[config.mk]
export PLATFORM = sky130hd
export DESIGN_NAME = gbz_kernel
export DESIGN_NICKNAME = d
export VERILOG_FILES = /design/src/hdl/gbz_pkg.sv /design/src/hdl/gbz_kernel.sv
export SDC_FILE = /design/constraint.sdc
export NUM_CORES = 1
export LEC_CHECK = 0
export BUFFER_PORTS_ARGS = -buffer_cell sky130_fd_sc_hd__buf_2
export CORE_ASPECT_RATIO = 0.8
export CORE_MARGIN = 2
export CORE_UTILIZATION = 49
export DETAILED_ROUTE_END_ITERATION = 10
export PLACE_DENSITY = 0.79
export SYNTH_ARGS = -nofsm -noshare
export SYNTH_HDL_FRONTEND = slang
export SYNTH_SLANG_ARGS = --single-unit
export TNS_END_PERCENT = 1
[constraint.sdc]
create_clock -name vclk -period 7.65
set_clock_uncertainty 0.1 [all_clocks]
set_input_delay 1.53 -clock vclk [all_inputs]
set_output_delay 1.53 -clock vclk [all_outputs]
set_load 0.02 [all_outputs]
[src/hdl/gbz_pkg.sv]
// Shared types and constants for the 3x3 Gaussian blur with zero padding.
package gbz_pkg;

    // Width of the image size configuration registers.
    localparam int CFG_W = 11;

    // Size the block assumes after reset.
    localparam logic [CFG_W-1:0] WIDTH_RESET  = 11'd640;
    localparam logic [CFG_W-1:0] HEIGHT_RESET = 11'd480;

    // Configuration register indexes.
    typedef enum logic [0:0] {
        CFG_IMAGE_WIDTH  = 1'b0,
        CFG_IMAGE_HEIGHT = 1'b1
    } cfg_reg_t;

    // Kind of an input transaction, carried on tuser.
    typedef enum logic [0:0] {
        ACTION_PIXEL = 1'b0,
        ACTION_FLUSH = 1'b1
    } action_t;

    // One RGB pixel, red in the lowest byte.
    typedef struct packed {
        logic [7:0] blue;
        logic [7:0] green;
        logic [7:0] red;
    } pixel_t;

    // One line store entry: the pixel two rows up and the pixel one row up.
    typedef struct packed {
        pixel_t upper;
        pixel_t middle;
    } line_word_t;

    // Which window border lies outside the image for the current output.
    typedef struct packed {
        logic col_first;
        logic col_last;
        logic row_first;
        logic row_last;
    } edge_mask_t;

endpackage

[src/hdl/gbz_kernel.sv]
// Masks the 3x3 window at the image borders and applies the 1 2 1 blur kernel.
module gbz_kernel (
    input  gbz_pkg::pixel_t [2:0][2:0] win,   // [column old..new][row top..bottom]
    input  gbz_pkg::edge_mask_t        mask,
    output gbz_pkg::pixel_t            result
);

    gbz_pkg::pixel_t [2:0][2:0] taps;
    logic [2:0][2:0][7:0]       red_taps;
    logic [2:0][2:0][7:0]       green_taps;
    logic [2:0][2:0][7:0]       blue_taps;

    // Weighted sum of nine taps; the largest sum, 16 * 255, fits in 12 bits.
    function automatic logic [7:0] blur(input logic [2:0][2:0][7:0] t);
        logic [11:0] corners;
        logic [11:0] sides;
        logic [11:0] total;
        corners = 12'(t[0][0]) + 12'(t[2][0]) + 12'(t[0][2]) + 12'(t[2][2]);
        sides   = 12'(t[1][0]) + 12'(t[0][1]) + 12'(t[2][1]) + 12'(t[1][2]);
        total   = corners + (sides << 1) + (12'(t[1][1]) << 2);
        return total[11:4];
    endfunction

    always_comb
    begin
        for (int k = 0; k < 3; k++)
        begin
            for (int j = 0; j < 3; j++)
            begin
                if ((k == 0 && mask.col_first) || (k == 2 && mask.col_last) ||
                    (j == 0 && mask.row_first) || (j == 2 && mask.row_last))
                begin
                    taps[k][j] = '0;
                end
                else
                begin
                    taps[k][j] = win[k][j];
                end
                red_taps[k][j]   = taps[k][j].red;
                green_taps[k][j] = taps[k][j].green;
                blue_taps[k][j]  = taps[k][j].blue;
            end
        end
    end

    assign result.red   = blur(red_taps);
    assign result.green = blur(green_taps);
    assign result.blue  = blur(blue_taps);

endmodule

==> run summary <==
clock share of power: 0%
hold crit path type: input port to output pin
post-synth top area share: 29.0%
initial antenna violation count: 4
PortBufs: 244
flip-flop and latch count: 0
Via density: 5.05
Finished Core Util: 71.4%
CORE AREA: 14300 um2
area occupied by multi-input gates: 7120 um2
post-synthesis sequential area ratio: 0%
post-synth cell types: 45
Final Hold Violating Endpoints: 0
Syn. warnings: 0
Highest Clock Rate: 0.123 GHz
die area: 15700 um2
min setup slack post-route: -0.492 ns
sequential share of power: 0%
die height: 112 um
drt drc: 0
slew margin rel.: 73.4%
internal power: 1.59 mW
failing checks: negative setup slack
Max FO, Critical Path: 8
post-route setup TNS: -4.24 ns
average size of a mapped cell: 8.04 um2
# hold bufs at CTS: 0
critical path startpoint category: input port
post-route clock period utilization: 106%
initial DRC count: 305
Place WS: -0.725 ns
Worst Max-Slew Pin Slew: 0.396 ns
first-pass GRT wire length: 34.0 mm
synth top area cells: fa_1 29%, ha_1 18%, inv_1 8.8%
Switching Share: 50.6%
most frequent cell after synthesis: inv_1
P_sw: 1.63 mW
Mapped Area: 7190 um2
Crit. End Element: output pin
drt first pass iters: 5
Syn Nets: 1321
Sequential Area: 0 um2
P per Cell Area: 315 nW/um2
Horiz. Die Dim: 139 um
minimum clock period after layout: 8.14 ns
maximum vdd ir drop: 0.000710 V
Post-DRT Antenna Nets: 0
max-cap viol count: 0
Initial Util: 50.3%
Data arrival, critical path: 6.51 ns
fraction of layout cells with a size suffix above 1: 39.6%
vias in the first global route: 7568
tightest hold margin: 3.67 ns
routability cong.: 0.921
Total GRT Usage: 26.4%
FP Rows: 39
Gate power share: 100.0%
Total Wirelength: 21.1 mm
Yosys top cell by area: fa_1
Static Leak: 5.64 nW
routed len/inst: 14.8 um
# clk buffers: 0
Synth top cells by count: 169 x inv_1, 104 x fa_1, 103 x ha_1, 77 x and2_1, 56 x nor2b_1
RSZ-0062 raised after global routing: yes
Area Overhead vs Synth: 42.1%
Cells after Synth: 894
vias: 7193
fill count: 1127
max-slew violations: 0
Final nets: 1665
grt ovf: 0
top-level I/O count: 244
run status: finished, violations left
Setup Viol. Count Final: 16
critical path class: input port to output pin
dpl hpwl: 17.9 mm
largest net degree at the start of global routing: 27
Crit path required time: 6.02 ns
cell type report:
cell class,instances,area share (%)
antenna,3,0.0735
timing repair buffer,359,21.4
tap,184,2.25
multi-input combinational,700,69.7
inverter,177,6.51
final timing paths:
path	start	endpoint	slack (ns)	cells after the start
min	win[119]	result[23]	3.67	5
max	mask[1]	result[22]	-0.49	24
placed cells by master (no fill, tap or decap), types with 17 or more instances in the layout:
cell type  instances
ha_1              79
inv_1            159
buf_2            225
and2_1            77
xnor2_1           28
a21oi_2           19
a21o_1            23
xor2_1            20
nand2_1           29
inv_2             18
nor2_1            40
buf_4            128
ha_4              17
fa_1              96
nor2b_1           48
nand2b_1          50
worst max-delay path, stage by stage:
cell,delay [ns]
buf_12,0.12
buf_6,0.12
nor2b_1,0.12
ha_2,0.19
inv_2,0.04
fa_2,0.36
nor2b_1,0.12
o21ai_1,0.08
a21boi_1,0.19
o21ai_1,0.08
a21bo_1,0.19
fa_1,0.52
inv_2,0.05
ha_4,0.20
o21a_1,0.21
o211a_1,0.24
xor2_1,0.15
ha_1,0.28
ha_2,0.18
fa_1,0.49
ha_4,0.29
or3b_4,0.36
o211ai_1,0.21
buf_4,0.18
metrics by stage:
stage          instance area (um2)  power, mW  instances
2_1_floorplan                 7360       1.77        894
3_3_place_gp                  9570       2.68       1413
3_5_place_dp                  9570       2.74       1413
4_1_cts                       9860       2.95       1418
5_1_grt                      10200       3.51       1422
6_report                     10200       3.22       1423
power groups by stage:
stage | registers [mW] | logic, mW | clock network [mW]
after detailed placement | 0 | 2.74 | 0
after CTS | 0 | 2.95 | 0
final | 0 | 3.22 | 0.0000000525
after global routing | 0 | 3.51 | 0.0000000350
after floorplan | 0 | 1.77 | 0
after global placement | 0 | 2.68 | 0
layer usage:
layer,GRT usage (%),part of all wire (%),vias up
met5,0,0,-
met4,5.52,2.1,0
met3,2.90,6.8,30
met2,48.9,50,265
met1,33.4,41,3393
li1,-,-,3505
logic make-up (layout without fill, tap and decap cells):
kind of cell / count (synthesis) / count (layout) / share of synthesized area [%]
buffers and inverters: 194 / 536 / 10.1
AO/OA/AOI/OAI: 143 / 143 / 13.1
AND/OR/NAND/NOR: 291 / 291 / 22.6
adder cells (fa/ha/maj): 207 / 207 / 46.9
other: 0 / 3 / 0
XOR/XNOR: 59 / 59 / 7.19
repair_timing:
| action | in CTS | in global routing |
|---|---|---|
| resized for setup | 54 | 70 |
| pin swaps | 43 | 59 |
| buffers inserted | 5 | 2 |
| setup endpoints to repair | 21 | 20 |
| cloned | 0 | 0 |
Note: power is estimated with default switching activity, not from simulation.
